## config.mk

```make
export PLATFORM = sky130hd
export DESIGN_NAME = answer_countdown_timer_display_top_flat
export DESIGN_NICKNAME = d
export VERILOG_FILES = /design/src/hdl/acdt_pkg.sv /design/src/hdl/acdt_in_if.sv /design/src/hdl/acdt_out_if.sv /design/src/hdl/acdt_core.sv /design/src/hdl/acdt_out_buf.sv /design/src/hdl/answer_countdown_timer_display_top.sv /design/src/flat_wrapper.sv
export VERILOG_INCLUDE_DIRS = /design/src /design/src/hdl
export SDC_FILE = /design/constraint.sdc
export NUM_CORES = 1
export LEC_CHECK = 0
export BUFFER_PORTS_ARGS = -buffer_cell sky130_fd_sc_hd__buf_2
export CAP_MARGIN = 25
export CORE_UTILIZATION = 50
export DETAILED_ROUTE_END_ITERATION = 10
export MAX_ROUTING_LAYER = met4
export PLACE_DENSITY = 0.73
export SKIP_CTS_REPAIR_TIMING = 1
export SLEW_MARGIN = 15
export SYNTH_ARGS = -nofsm -noshare
export SYNTH_HDL_FRONTEND = slang
export SYNTH_SLANG_ARGS = --single-unit
```

## constraint.sdc

```tcl
create_clock -name clk -period 5.1 [get_ports clk]
set_input_delay 0.255 -clock clk [delete_from_list [all_inputs] [get_ports clk]]
set_output_delay 0.255 -clock clk [all_outputs]
set_load 0.03 [all_outputs]
```

## src/hdl/answer_countdown_timer_display_top_defines.svh

```systemverilog
// Assertion macros used by the timer core (acdt_core)
`ifndef ANSWER_COUNTDOWN_TIMER_DISPLAY_TOP_DEFINES_SVH
`define ANSWER_COUNTDOWN_TIMER_DISPLAY_TOP_DEFINES_SVH

`ifndef ASSERT_OFF
// Checked property, switched off while reset is high
`define ACDT_ASSERT(label, clk, rst, prop) \
  label: assert property (@(posedge clk) disable iff (rst) prop) \
    else $error("acdt assertion failed");
// Checked property, also active during reset
`define ACDT_ASSERT_ALWAYS(label, clk, prop) \
  label: assert property (@(posedge clk) prop) \
    else $error("acdt assertion failed");
`else
`define ACDT_ASSERT(label, clk, rst, prop)
`define ACDT_ASSERT_ALWAYS(label, clk, prop)
`endif

`endif

```

## src/hdl/acdt_pkg.sv

```systemverilog
package acdt_pkg;

  // Item field types
  typedef logic [1:0] cmd_t;
  typedef logic [3:0] buttons_t;
  typedef logic [7:0] seg_t;
  typedef logic [1:0] phase_t;
  typedef logic [2:0] answer_t;
  typedef logic [3:0] digit_t;

  // Configuration port
  typedef logic [1:0] cfg_index_t;
  typedef logic [7:0] cfg_data_t;

  localparam cfg_index_t REG_TICKS_PER_TENTH   = 2'd0;
  localparam cfg_index_t REG_SHOW_CYCLE_LENGTH = 2'd1;
  localparam cfg_index_t REG_START_SECONDS     = 2'd2;

  localparam logic [7:0] TICKS_PER_TENTH_RST   = 8'd10;
  localparam logic [7:0] SHOW_CYCLE_LENGTH_RST = 8'd20;
  localparam digit_t     START_SECONDS_RST     = 4'd5;

  // Commands
  localparam cmd_t CMD_TICK   = 2'd0;
  localparam cmd_t CMD_START  = 2'd1;
  localparam cmd_t CMD_ANSWER = 2'd2;

  // Phase codes
  localparam phase_t PHASE_FROZEN   = 2'd0;
  localparam phase_t PHASE_COUNTING = 2'd1;
  localparam phase_t PHASE_SHOWING  = 2'd2;

  // Answer codes
  localparam answer_t ANS_NONE = 3'd0;
  localparam answer_t ANS_A    = 3'd1;
  localparam answer_t ANS_B    = 3'd2;
  localparam answer_t ANS_C    = 3'd3;
  localparam answer_t ANS_D    = 3'd4;

  localparam seg_t SEG_BLANK      = 8'hFF;
  localparam seg_t SEG_DASH_POINT = 8'h3F;
  localparam digit_t DIGIT_LIMIT  = 4'd10;

  // One result item
  typedef struct packed {
    seg_t    left_segments;
    seg_t    right_segments;
    phase_t  phase;
    answer_t answer_code;
  } result_t;

  // Seconds digit with decimal point, active low
  function automatic seg_t left_digit_seg(digit_t d);
    case (d)
      4'd0:    left_digit_seg = 8'h40;
      4'd1:    left_digit_seg = 8'h79;
      4'd2:    left_digit_seg = 8'h24;
      4'd3:    left_digit_seg = 8'h30;
      4'd4:    left_digit_seg = 8'h19;
      4'd5:    left_digit_seg = 8'h12;
      4'd6:    left_digit_seg = 8'h02;
      4'd7:    left_digit_seg = 8'h78;
      4'd8:    left_digit_seg = 8'h00;
      4'd9:    left_digit_seg = 8'h10;
      default: left_digit_seg = SEG_BLANK;
    endcase
  endfunction

  // Tenths digit without point, active low
  function automatic seg_t right_digit_seg(digit_t d);
    case (d)
      4'd0:    right_digit_seg = 8'hC0;
      4'd1:    right_digit_seg = 8'hF9;
      4'd2:    right_digit_seg = 8'hA4;
      4'd3:    right_digit_seg = 8'hB0;
      4'd4:    right_digit_seg = 8'h99;
      4'd5:    right_digit_seg = 8'h92;
      4'd6:    right_digit_seg = 8'h82;
      4'd7:    right_digit_seg = 8'hF8;
      4'd8:    right_digit_seg = 8'h80;
      4'd9:    right_digit_seg = 8'h90;
      default: right_digit_seg = SEG_BLANK;
    endcase
  endfunction

  // Answer letter, dash for no answer
  function automatic seg_t letter_seg(answer_t a);
    case (a)
      ANS_NONE: letter_seg = 8'hBF;
      ANS_A:    letter_seg = 8'h88;
      ANS_B:    letter_seg = 8'h83;
      ANS_C:    letter_seg = 8'hC6;
      ANS_D:    letter_seg = 8'hA1;
      default:  letter_seg = SEG_BLANK;
    endcase
  endfunction

endpackage

```

## src/hdl/acdt_in_if.sv

```systemverilog
interface acdt_in_if;
  import acdt_pkg::*;

  logic     valid;
  logic     ready;
  cmd_t     command;
  buttons_t answer_buttons;

  modport source (output valid, output command, output answer_buttons, input ready);
  modport sink   (input valid, input command, input answer_buttons, output ready);
endinterface

```

## src/hdl/acdt_out_if.sv

```systemverilog
interface acdt_out_if;
  import acdt_pkg::*;

  logic    valid;
  logic    ready;
  seg_t    left_segments;
  seg_t    right_segments;
  phase_t  phase;
  answer_t answer_code;

  modport source (output valid, output left_segments, output right_segments,
                  output phase, output answer_code, input ready);
  modport sink   (input valid, input left_segments, input right_segments,
                  input phase, input answer_code, output ready);
endinterface

```

## src/hdl/acdt_core.sv

```systemverilog
`include "answer_countdown_timer_display_top_defines.svh"

module acdt_core (
  input  logic                 clk,
  input  logic                 rst,
  input  logic                 fire,
  input  acdt_pkg::cmd_t       command,
  input  acdt_pkg::buttons_t   answer_buttons,
  input  logic                 cfg_we,
  input  acdt_pkg::cfg_index_t cfg_index,
  input  acdt_pkg::cfg_data_t  cfg_data,
  output acdt_pkg::result_t    result_next
);
  import acdt_pkg::*;

  // Configuration registers
  logic [7:0] ticks_per_tenth;
  logic [7:0] show_cycle_length;
  digit_t     start_seconds;

  // Timer state
  logic [7:0] prescale_count, prescale_count_next;
  digit_t     seconds_left, seconds_left_next;
  digit_t     tenths_left, tenths_left_next;
  logic       frozen_flag, frozen_flag_next;
  logic       waiting_flag, waiting_flag_next;
  digit_t     latched_seconds, latched_seconds_next;
  digit_t     latched_tenths, latched_tenths_next;
  logic [7:0] show_count, show_count_next;
  answer_t    latched_answer, latched_answer_next;
  seg_t       left_display, left_display_next;
  seg_t       right_display, right_display_next;

  // Display request from the step logic
  logic       show_time_en;
  logic       show_answer_en;
  digit_t     time_secs;
  digit_t     time_tenths;
  logic [7:0] show_dec;

  // Events watched by the checks
  logic       tick_hold;
  logic       answer_taken;

  always_ff @(posedge clk) begin
    if (rst) begin
      ticks_per_tenth   <= TICKS_PER_TENTH_RST;
      show_cycle_length <= SHOW_CYCLE_LENGTH_RST;
      start_seconds     <= START_SECONDS_RST;
    end else if (cfg_we) begin
      case (cfg_index)
        REG_TICKS_PER_TENTH:   ticks_per_tenth   <= cfg_data;
        REG_SHOW_CYCLE_LENGTH: show_cycle_length <= cfg_data;
        REG_START_SECONDS:     start_seconds     <= cfg_data[3:0];
        default: ;
      endcase
    end
  end

  // Next state for one accepted item
  always_comb begin
    prescale_count_next  = prescale_count;
    seconds_left_next    = seconds_left;
    tenths_left_next     = tenths_left;
    frozen_flag_next     = frozen_flag;
    waiting_flag_next    = waiting_flag;
    latched_seconds_next = latched_seconds;
    latched_tenths_next  = latched_tenths;
    show_count_next      = show_count;
    latched_answer_next  = latched_answer;
    show_time_en         = 1'b0;
    show_answer_en       = 1'b0;
    time_secs            = seconds_left;
    time_tenths          = tenths_left;
    show_dec             = show_count - 8'd1;

    if (fire) begin
      case (command)
        CMD_TICK: begin
          if (prescale_count > 8'd1) begin
            prescale_count_next = prescale_count - 8'd1;
          end else begin
            prescale_count_next = ticks_per_tenth;
            if (waiting_flag) begin
              // countdown step
              if (tenths_left == 4'd0) begin
                if (seconds_left == 4'd0) begin
                  waiting_flag_next    = 1'b0;
                  latched_answer_next  = ANS_NONE;
                  latched_seconds_next = 4'd0;
                  latched_tenths_next  = 4'd0;
                end else begin
                  seconds_left_next = seconds_left - 4'd1;
                  tenths_left_next  = 4'd9;
                end
              end else begin
                tenths_left_next = tenths_left - 4'd1;
              end
              show_time_en = 1'b1;
              time_secs    = seconds_left_next;
              time_tenths  = tenths_left_next;
            end else if (frozen_flag) begin
              show_time_en = 1'b1;
              time_secs    = start_seconds;
              time_tenths  = 4'd0;
            end else begin
              // alternate time and answer
              show_count_next = show_dec;
              if (show_dec >= {1'b0, show_cycle_length[7:1]}) begin
                show_time_en = 1'b1;
                time_secs    = latched_seconds;
                time_tenths  = latched_tenths;
              end else begin
                if (show_dec == 8'd0) begin
                  show_count_next = show_cycle_length;
                end
                show_answer_en = 1'b1;
              end
            end
          end
        end
        CMD_START: begin
          prescale_count_next = ticks_per_tenth;
          seconds_left_next   = start_seconds;
          tenths_left_next    = 4'd0;
          if (waiting_flag) begin
            show_time_en      = 1'b1;
            time_secs         = start_seconds;
            time_tenths       = 4'd0;
            frozen_flag_next  = 1'b1;
            waiting_flag_next = 1'b0;
          end else if (frozen_flag) begin
            waiting_flag_next = 1'b1;
            frozen_flag_next  = 1'b0;
          end else begin
            frozen_flag_next = 1'b1;
          end
        end
        CMD_ANSWER: begin
          if (waiting_flag) begin
            waiting_flag_next    = 1'b0;
            latched_seconds_next = seconds_left;
            latched_tenths_next  = tenths_left;
            show_count_next      = show_cycle_length;
            // lowest letter wins
            if (answer_buttons[0])      latched_answer_next = ANS_A;
            else if (answer_buttons[1]) latched_answer_next = ANS_B;
            else if (answer_buttons[2]) latched_answer_next = ANS_C;
            else if (answer_buttons[3]) latched_answer_next = ANS_D;
            else                        latched_answer_next = ANS_NONE;
          end
        end
        default: ;
      endcase
    end
  end

  // Display bytes
  always_comb begin
    left_display_next  = left_display;
    right_display_next = right_display;
    if (show_time_en) begin
      if (time_secs < DIGIT_LIMIT) left_display_next = left_digit_seg(time_secs);
      if (time_tenths < DIGIT_LIMIT) right_display_next = right_digit_seg(time_tenths);
    end else if (show_answer_en) begin
      left_display_next = SEG_DASH_POINT;
      if (latched_answer <= ANS_D) right_display_next = letter_seg(latched_answer);
    end
  end

  always_ff @(posedge clk) begin
    if (rst) begin
      prescale_count  <= TICKS_PER_TENTH_RST;
      seconds_left    <= START_SECONDS_RST;
      tenths_left     <= 4'd0;
      frozen_flag     <= 1'b1;
      waiting_flag    <= 1'b0;
      latched_seconds <= START_SECONDS_RST;
      latched_tenths  <= 4'd0;
      show_count      <= SHOW_CYCLE_LENGTH_RST;
      latched_answer  <= ANS_NONE;
      left_display    <= SEG_BLANK;
      right_display   <= SEG_BLANK;
    end else begin
      prescale_count  <= prescale_count_next;
      seconds_left    <= seconds_left_next;
      tenths_left     <= tenths_left_next;
      frozen_flag     <= frozen_flag_next;
      waiting_flag    <= waiting_flag_next;
      latched_seconds <= latched_seconds_next;
      latched_tenths  <= latched_tenths_next;
      show_count      <= show_count_next;
      latched_answer  <= latched_answer_next;
      left_display    <= left_display_next;
      right_display   <= right_display_next;
    end
  end

  // Result as seen after this item
  always_comb begin
    result_next.left_segments  = left_display_next;
    result_next.right_segments = right_display_next;
    if (waiting_flag_next)     result_next.phase = PHASE_COUNTING;
    else if (frozen_flag_next) result_next.phase = PHASE_FROZEN;
    else                       result_next.phase = PHASE_SHOWING;
    result_next.answer_code = latched_answer_next;
  end

  assign tick_hold    = fire && command == CMD_TICK && prescale_count > 8'd1;
  assign answer_taken = fire && command == CMD_ANSWER && waiting_flag;

  // Checks
  `ACDT_ASSERT_ALWAYS(a_flags_exclusive, clk, rst || !(frozen_flag && waiting_flag))
  `ACDT_ASSERT_ALWAYS(a_tenths_digit, clk, rst || (tenths_left < DIGIT_LIMIT))
  `ACDT_ASSERT(a_answer_code, clk, rst, latched_answer <= ANS_D)
  `ACDT_ASSERT(a_prescale_hold, clk, rst, tick_hold |=> ($stable(left_display) && $stable(right_display)))
  `ACDT_ASSERT(a_answer_ends_count, clk, rst, answer_taken |=> (!waiting_flag && !frozen_flag))

endmodule

```

## src/hdl/acdt_out_buf.sv

```systemverilog
module acdt_out_buf (
  input  logic              clk,
  input  logic              rst,
  input  logic              load,
  input  acdt_pkg::result_t result_next,
  output logic              can_load,
  acdt_out_if.source        out
);
  import acdt_pkg::*;

  logic    valid;
  result_t result;

  // Room when empty or when the held item leaves this cycle
  assign can_load = !valid || out.ready;

  always_ff @(posedge clk) begin
    if (rst) begin
      valid <= 1'b0;
    end else if (load) begin
      valid <= 1'b1;
    end else if (out.ready) begin
      valid <= 1'b0;
    end
  end

  always_ff @(posedge clk) begin
    if (load) begin
      result <= result_next;
    end
  end

  assign out.valid          = valid;
  assign out.left_segments  = result.left_segments;
  assign out.right_segments = result.right_segments;
  assign out.phase          = result.phase;
  assign out.answer_code    = result.answer_code;

endmodule

```

## src/hdl/answer_countdown_timer_display_top.sv

```systemverilog
// Answer countdown timer with two seven-segment display bytes.
// An accepted item's result is registered and presented on the output in the cycle after.
// Throughput: one item per cycle while the output takes its items; the output register frees as its item is taken.
// Every item yields exactly one result item.
// Reset (synchronous, active high): registers back to defaults, frozen at 5.0,
// displays blank (0xFF), output empty.
module answer_countdown_timer_display_top (
  input  logic                 clk,
  input  logic                 rst,
  acdt_in_if.sink              in,
  acdt_out_if.source           out,
  input  logic                 cfg_we,
  input  acdt_pkg::cfg_index_t cfg_index,
  input  acdt_pkg::cfg_data_t  cfg_data
);
  import acdt_pkg::*;

  logic    fire;
  logic    can_load;
  result_t result_next;

  assign in.ready = can_load;
  assign fire     = in.valid && can_load;

  acdt_core u_core (
    .clk            (clk),
    .rst            (rst),
    .fire           (fire),
    .command        (in.command),
    .answer_buttons (in.answer_buttons),
    .cfg_we         (cfg_we),
    .cfg_index      (cfg_index),
    .cfg_data       (cfg_data),
    .result_next    (result_next)
  );

  acdt_out_buf u_out_buf (
    .clk         (clk),
    .rst         (rst),
    .load        (fire),
    .result_next (result_next),
    .can_load    (can_load),
    .out         (out)
  );

endmodule

```

## src/flat_wrapper.sv

```systemverilog
// flat-port wrapper written by rule: the top's interface ports become plain ports
module answer_countdown_timer_display_top_flat import acdt_pkg::*;
  (clk, rst, cfg_we, cfg_index, cfg_data, in_valid, in_command, in_answer_buttons, in_ready, out_valid, out_left_segments, out_right_segments, out_phase, out_answer_code, out_ready);
  acdt_in_if in_i ();
  acdt_out_if out_i ();
  input  logic clk;
  input  logic rst;
  input  logic cfg_we;
  input  acdt_pkg::cfg_index_t cfg_index;
  input  acdt_pkg::cfg_data_t cfg_data;
  input wire logic [$bits(in_i.valid)-1:0] in_valid;
  input wire logic [$bits(in_i.command)-1:0] in_command;
  input wire logic [$bits(in_i.answer_buttons)-1:0] in_answer_buttons;
  output wire logic [$bits(in_i.ready)-1:0] in_ready;
  output wire logic [$bits(out_i.valid)-1:0] out_valid;
  output wire logic [$bits(out_i.left_segments)-1:0] out_left_segments;
  output wire logic [$bits(out_i.right_segments)-1:0] out_right_segments;
  output wire logic [$bits(out_i.phase)-1:0] out_phase;
  output wire logic [$bits(out_i.answer_code)-1:0] out_answer_code;
  input wire logic [$bits(out_i.ready)-1:0] out_ready;
  assign in_i.valid = in_valid;
  assign in_i.command = in_command;
  assign in_i.answer_buttons = in_answer_buttons;
  assign in_ready = in_i.ready;
  assign out_valid = out_i.valid;
  assign out_left_segments = out_i.left_segments;
  assign out_right_segments = out_i.right_segments;
  assign out_phase = out_i.phase;
  assign out_answer_code = out_i.answer_code;
  assign out_i.ready = out_ready;
  answer_countdown_timer_display_top u_core (.clk(clk), .rst(rst), .in(in_i), .out(out_i), .cfg_we(cfg_we), .cfg_index(cfg_index), .cfg_data(cfg_data));
endmodule
```

==> summary.md, run 1 <==
In the layout the commonest cells are 79 x sky130_fd_sc_hd__nor2_1, 74 x sky130_fd_sc_hd__dfxtp_1, 53 x sky130_fd_sc_hd__nand2_1. The tools report the final number of hold-violating endpoints as 0. The synthesized design contains 95 register bits. The pre-antenna-repair detailed-routing pass consisted of 5 iterations. The fraction of layout cells with a size suffix above 1 works out to 13.5%.

TritonCTS created 9 clock buffers. Once routing completed, OpenROAD measured the worst setup slack at 0.781 ns. The netlist uses 69 different library cells. Setup repair after global routing left no endpoint under its margin.

The first global-routing pass estimated 21.5 mm of wire. At the placement stage, the worst setup path has a slack of 0.851 ns. Final hold analysis gives a worst-case slack of 0.132 ns. The post-synthesis average cell area was 8.50 um2. The post-synth net total is 672. Setup violations remaining at the end of the flow were counted as 0.

The compound-cell area share of the yosys netlist is 23.1%. The min-delay analysis places its worst path in the category in2reg. The number of cells traversed by the worst hold path came out at 2. The launch point of the worst reg-to-reg path is u_core.u_core.show_count[0]$_SDFFE_PP0P_.

The synthesized area came out at 0.00536 mm2. At the end of routability-driven placement, the weighted congestion stood at 0.957. The post-detailed-route count of antenna-violating nets was 0. The clock input transition at the sequential cells of the worst setup and hold paths was 0.08 ns; the die outline height was 105 um. Of the total synthesized cell area, the portion taken by AND, OR, NAND and NOR gates is 22.5%. The via count of the first global-routing pass came out at 4581. The critical path goes through nor3_1, nor3b_1, xor2_1, ha_1, a21o_1, a21oi_1, o21ai_1, nor2_2, nor3_1, o31ai_1, inv_1, ha_1, or3_1, a21oi_1, a21o_1. The tree is rooted in a sky130_fd_sc_hd__clkbuf_8. The path with the worst hold slack has its endpoint at u_core.u_core.ticks_per_tenth[1]$_SDFFE_PP1P_. For the post-layout net count, the log shows 698. The tools report the accumulated negative setup slack as 0 ns. For this design, the sink count on the clock tree is 95. The clock passes through at most 2 buffers.

Startpoint kind of the worst setup timing path: a register. The critical path class is reg2reg. After layout, the design draws a total of 1.45 mW. Total core area: 0.0104 mm2.

In the synthesized netlist, mux cells make up 3.39% of the area. For the pin with the worst max-slew slack, the measured transition is 0.875 ns. Dividing total power by cell area gives a power density of 248 mW/mm2. The H-tree was split into 3 levels. The total track usage came out at 24.7%.

After global routing the overflow that remains totals 0. The worst slew margin relative to its limit came out at 41.1%. 0 antenna diodes ended up in the layout. Mean routed wirelength per cell: 16.1 um.

For the final max-slew violation count, the log shows 0. TritonCTS built the clock tree. The logs give 76 for the maximum number of pins on one net before global-route repair and 12.8 mm for the total wire length after detailed routing. In this design, the stage delay of the slowest critical-path cell is 0.55 ns. Clock skew on the completed layout was measured at 0.00981 ns. The worst-case IR drop observed on VDD is 0.160 mV. Dividing the detail-routed via count by the number of cells gives 5.97.

The tools report the source-to-sink clock delay at the later pin of the worst-skew pair as 0.38 ns. The endpoint of the most critical register-to-register path was u_core.u_out_buf.out.left_segments[1]$_DFFE_PP_. Summing over every cut layer, the via total after detailed routing is 4759.

Measured along the x axis, the die boundary spans 105 um. Of the total synthesized cell area, the portion taken by full adders, half adders and majority gates is 4.91%. The die covers 0.0111 mm2. Tracing the worst setup path back leads to its startpoint at u_core.u_core.show_count[0]$_SDFFE_PP0P_. The Yosys step of the flow raised 0 warnings. The shortest clock period the worst path allows after layout was 4.32 ns; the cell count after synthesis was 630.

The most used flip-flop cell after synthesis is sky130_fd_sc_hd__dfxtp_1. Grouping stages by cell kind, the critical path spends the most delay in compound AO/OA/AOI/OAI gates. The run gives 0 as the initial antenna violation count. The initial utilization of the core area, before any placement, comes to 51.6%. Achievable clock frequency: 232 MHz. In this run the core area contains 37 standard-cell rows.

Summing the sequential cell areas from Yosys gives 39.4% of the chip area. The synthesized netlist devotes 1.78% of its cell area to XOR and XNOR gates. The worst hold path begins at cfg_data[1]. In this run the static leakage power is 2.23 nW. After synthesis, the largest family of logic cells by area is compound AO/OA/AOI/OAI gates. The leading cell type in the layout, fill and taps excluded was sky130_fd_sc_hd__nor2_1. The logic depth of the worst path, buffers included works out to 15.

The tools report the count of boundary I/O pins as 44. The first routing iteration left 319 violations. For this design, the slowest cell found on the critical path is sky130_fd_sc_hd__o31ai_1.

The tools report the detailed-route DRC error count as 0. Type of element capturing the critical path: a register. The tools report the half-perimeter wire length after detailed placement as 9.22 mm. Across the run, the number of max-cap violations was 0. Setup slack on the worst reg-to-reg path comes out at 0.78 ns. The synthesized design contains 21 enable-type register cells.

Port buffering added 43 buffers. The run finished with clean final reports. Critical path data arrival time: 4.57 ns. Of all nets on the critical path, the largest fanout is 7. The area growth from synthesis to layout is 9.42%. The sum of buffers and inverters on the critical path came out at 1. The required time of the critical path was 5.35 ns; the proportion of register bits with asynchronous set or reset after synthesis was 0%. Cells fill 56.5% of the core in the end. After layout, the worst path uses 84.7% of the clock period.

Counting cells, the worst reg-to-reg path comes to 15.
flip-flops by register name (all words and copies together), names as in the netlist, 8 cells and up:
register,count
u_core.u_core.show_count,8
u_core.u_core.ticks_per_tenth,8
u_core.u_out_buf.out.left_segments,8
u_core.u_out_buf.out.right_segments,8
u_core.u_core.left_display,8
u_core.u_core.show_cycle_length,8
u_core.u_core.right_display,8
u_core.u_core.prescale_count,8
worst max path at each step:
stage	end	slack (ns)
finish	u_core.u_out_buf.out.left_segments[1]$_DFFE_PP_	0.78
global route	u_core.u_out_buf.out.left_segments[1]$_DFFE_PP_	0.40
CTS	u_core.u_out_buf.out.left_segments[1]$_DFFE_PP_	0.80
detailed placement	u_core.u_out_buf.out.left_segments[1]$_DFFE_PP_	0.85
global placement	u_core.u_out_buf.out.left_segments[1]$_DFFE_PP_	1.04
floorplan	u_core.u_out_buf.out.left_segments[1]$_DFFE_PP_	1.36
cell usage after synthesis, drive strengths merged (4+ instances only):
cell	n	share of area [%]
a311oi	4	1.1
nand2	54	3.9
a221oi	7	1.1
a21oi	36	3.4
nor3	23	2.2
and2	6	0.70
mux2i	17	3.2
nor2	81	5.8
nand2b	7	0.82
ha	21	4.9
nor2b	10	1.2
xor2	6	1.1
or2	12	1.4
o21ai	33	3.1
inv	32	2.2
edfxtp	21	12
a221o	5	0.93
nor3b	7	0.98
nor4	8	1.2
nand3	15	1.4
nand3b	5	0.70
a211o	14	2.3
dfxtp	74	28
a211oi	8	1.1
a21o	10	1.4
or4	4	0.63
a31oi	4	0.47
o22ai	4	0.47
xnor2	4	0.65
buf	11	0.89
a22oi	11	1.5
and3	5	0.68
o31ai	9	1.3
clkbuf	24	1.7
kinds of logic (layout without fill, tap and decap cells):
logic type      count (synthesis)  in the layout
buf+inv                        67             98
mux                            18             18
xor+xnor                       10             10
compound gates                175            175
fa+ha+maj                      21             21
simple gates                  244            244
flops                          95             95
area by class of cell:
| cell class | count | area [um2] |
|---|---|---|
| tap | 136 | 170 |
| sequential | 95 | 2110 |
| timing repair buffer | 50 | 268 |
| clock inverter | 2 | 10.0 |
| fill | 964 | 4510 |
| clock buffer | 14 | 194 |
| inverter | 32 | 120 |
| multi-input combinational | 468 | 2990 |
routing by layer:
layer | routed length [um] | track usage (%) | share of wire (%)
met4 | 464 | 13.9 | 3.6
met5 | 0 | - | 0
met2 | 6190 | 40.5 | 48
met3 | 616 | 3.59 | 4.8
met1 | 5530 | 29.2 | 43
report_power, final:
part,total (mW),internal [mW],switching [mW]
clock,0.502,0.246,0.257
sequential,0.799,0.785,0.0140
combinational,0.150,0.0494,0.100
total,1.45,1.08,0.371
per-stage QoR:
stage,instance area (um2),cells
2_1_floorplan,5360,630
3_3_place_gp,5650,780
3_5_place_dp,5650,780
4_1_cts,5850,796
5_1_grt,5860,797
6_report,5860,797
Power figures use the tool's default switching activity.
==> run 2: changes to the inputs <==
Clock period 5.1 ns to 4.05 ns, I/O delays scaled along.
==> run 2 against run 1 <==
Against the previous run:
- die area is the same
- sequential power rose by 26%
- sequential cell count unchanged
- routed wire length is 4.1% higher
- first-iteration DRC count rose by 22%
- fmax rose by 12%
- utilization rose by 1.2 points
- worst setup slack worse by 0.59 ns
- clock skew shrank 0.0018 ns
- clock-buffer cell count is 1 higher
- register-to-register slack worse by 0.59 ns
==> summary.md, run 2 (synthesis gave the netlist of run 1 again) <==
The total wire length after detailed routing was 13.3 mm. The run finished with clean final reports. The initial antenna violation count is 0, and the filler cell count in the final layout is 936. For the count of boundary I/O pins, the log shows 44.

For the detailed-route DRC error count, the log shows 0. Worst slew margin relative to its limit: 42.7%. The starting utilization of the core area is 51.6%. The area of the die is 0.0111 mm2, and the achievable clock frequency is 259 MHz. For the final number of hold-violating endpoints, the log shows 0. In this run the worst path has a maximum fanout of 7. The tools report the critical path data arrival time as 3.99 ns. Measured along the x axis, the die boundary spans 105 um. The pre-antenna-repair detailed-routing pass consisted of 5 iterations. The number of failing setup endpoints in the final timing report is 0, and the number of CTS-inserted buffers is 9. TritonCTS built the clock tree. The count of buffers from port buffering was 43. The logs give 4.18 ns for the required time of the critical path and 0.338 mV for the maximum vdd ir drop.

In the layout the commonest cells are 78 x sky130_fd_sc_hd__nor2_1, 74 x sky130_fd_sc_hd__dfxtp_1, 53 x sky130_fd_sc_hd__nand2_1. The logs give 0.191 ns for the setup slack of the critical path after layout and 4895 for the number of vias after detailed routing. The worst hold path belongs to the class in2reg. Clock latency on the worst-skew pair, taken at its later pin, is 0.37 ns.

The post-layout net count came out at 705. The leading cell type in the layout, fill and taps excluded was sky130_fd_sc_hd__nor2_1. The final max-slew violation count was 0.

The clock input transition at the sequential cells of the worst setup and hold paths was 0.09 ns; the die outline height was 105 um. The leakage power total was 2.28 nW; the diode insertion count for antenna repair was 0. The worst path needs 3.86 ns of the cycle, external delays included. Routability-driven placement finished with a final weighted congestion of 0.904.

At the placement stage, the worst setup path has a slack of 0.0440 ns. STA classifies the critical path startpoint as a register. The clock passes through at most 2 buffers. The via count of the first global-routing pass is 4632.

The tools report the root buffer cell as sky130_fd_sc_hd__clkbuf_8. In this run, the number of DRC markers left after iteration 0 of detailed routing was 388. In the final layout, the share of cells above drive strength 1 is 15.6%. The total clock sinks is 95. The power density over cell area came out at 324 mW/mm2. The mean routed wirelength per cell is 16.6 um. After detailed routing, the number of vias per cell comes to 6.09. The total overflow left after global routing is 0. The critical path is of the reg2reg type. In the global route stage, overall resource usage came out at 25.8%. Number of H-tree branching levels: 3. The period utilization was 95.3%; the non-filler instance count after layout was 804. The tool flagged a number of max-cap violations equal to 0. The area growth from synthesis to layout was 11.8%; the post-detailed-route count of antenna-violating nets was 0. The total core area is 0.0104 mm2, and the wire length of the first global-routing pass is 22.2 mm.

Total number of placement rows: 37. For the final database, setup skew stands at 0.00798 ns. Once detailed placement completed, the half-perimeter wirelength came to 9.52 mm. The worst-margin pin slew works out to 0.859 ns. Entering global routing, the biggest net connects 49 pins. Once placement completed, the tool counted placed cells totaling 786.

The tools report the type of element capturing the critical path as a register.
-- run 2: changes by cell type in the layout (fill, tap and decap cells not counted), sizes merged --
cell,previous run,this run
bufinv,0,1
clkbuf,14,15
clkinv,2,0
buf,50,57
-- run 2: area by class of cell --
class	instances	area (um2)	area share (%)
Clock buffer	15	209	3.49
Clock inverter	1	30.0	0.501
Sequential cell	95	2110	35.3
Inverter	32	120	2.01
Multi-Input combinational cell	468	3030	50.5
Tap cell	136	170	2.84
Timing Repair Buffer	57	320	5.35
-- run 2: power by group --
part | switching [mW] | leakage, nW | total, mW | internal (mW)
Sequential | 0.0198 | 0.761 | 1.01 | 0.988
Combinational | 0.129 | 1.40 | 0.197 | 0.0685
Clock | 0.338 | 0.120 | 0.734 | 0.396
Total | 0.487 | 2.28 | 1.94 | 1.45
-- run 2: worst paths after layout --
check | startpoint | end | slack, ns | depth (start not counted)
setup / recovery | u_core.u_core.show_count[2]$_SDFFE_PP1P_ | u_core.u_out_buf.out.left_segments[1]$_DFFE_PP_ | 0.19 | 12
hold / removal | cfg_data[2] | u_core.u_core.ticks_per_tenth[2]$_SDFFE_PP0P_ | 0.09 | 3
setup reg to reg | u_core.u_core.show_count[2]$_SDFFE_PP1P_ | u_core.u_out_buf.out.left_segments[1]$_DFFE_PP_ | 0.19 | 12
hold reg to reg | u_core.u_core.left_display[6]$_SDFF_PP1_ | u_core.u_core.left_display[6]$_SDFF_PP1_ | 0.48 | 1
-- run 2: critical path, stage by stage, from the launching register on --
cell,delay [ns]
sky130_fd_sc_hd__dfxtp_1,0.38
sky130_fd_sc_hd__or4_4,0.57
sky130_fd_sc_hd__nor2_1,0.14
sky130_fd_sc_hd__xor2_1,0.27
sky130_fd_sc_hd__ha_1,0.32
sky130_fd_sc_hd__o2111ai_1,0.19
sky130_fd_sc_hd__o21ai_2,0.19
sky130_fd_sc_hd__or4_1,0.51
sky130_fd_sc_hd__o31ai_1,0.12
sky130_fd_sc_hd__o21ai_1,0.27
sky130_fd_sc_hd__nor2_2,0.21
sky130_fd_sc_hd__o21ai_0,0.21
sky130_fd_sc_hd__a21o_1,0.26
-- run 2: metal layers --
metal / track usage, % / share of wire [%]
met3: 4.58 / 4.8
met5: - / 0
met2: 43.8 / 50
met4: 11.5 / 2.8
met1: 29.9 / 42
-- run 2: metrics by stage --
stage / TNS [ns] / hold slack [ns] / utilization (%) / power [mW] / area (um2)
3_3_place_gp: 0 / 0.445 / 54.9 / 1.21 / 5690
2_1_floorplan: 0 / 0.320 / - / 1.16 / 5360
6_report: 0 / 0.0851 / 57.7 / 1.94 / 5990
4_1_cts: 0 / 0.0665 / 57.2 / 1.94 / 5930
3_5_place_dp: 0 / 0.455 / 54.9 / 1.22 / 5690
5_1_grt: -0.134 / 0.0876 / 57.7 / 2.01 / 5990
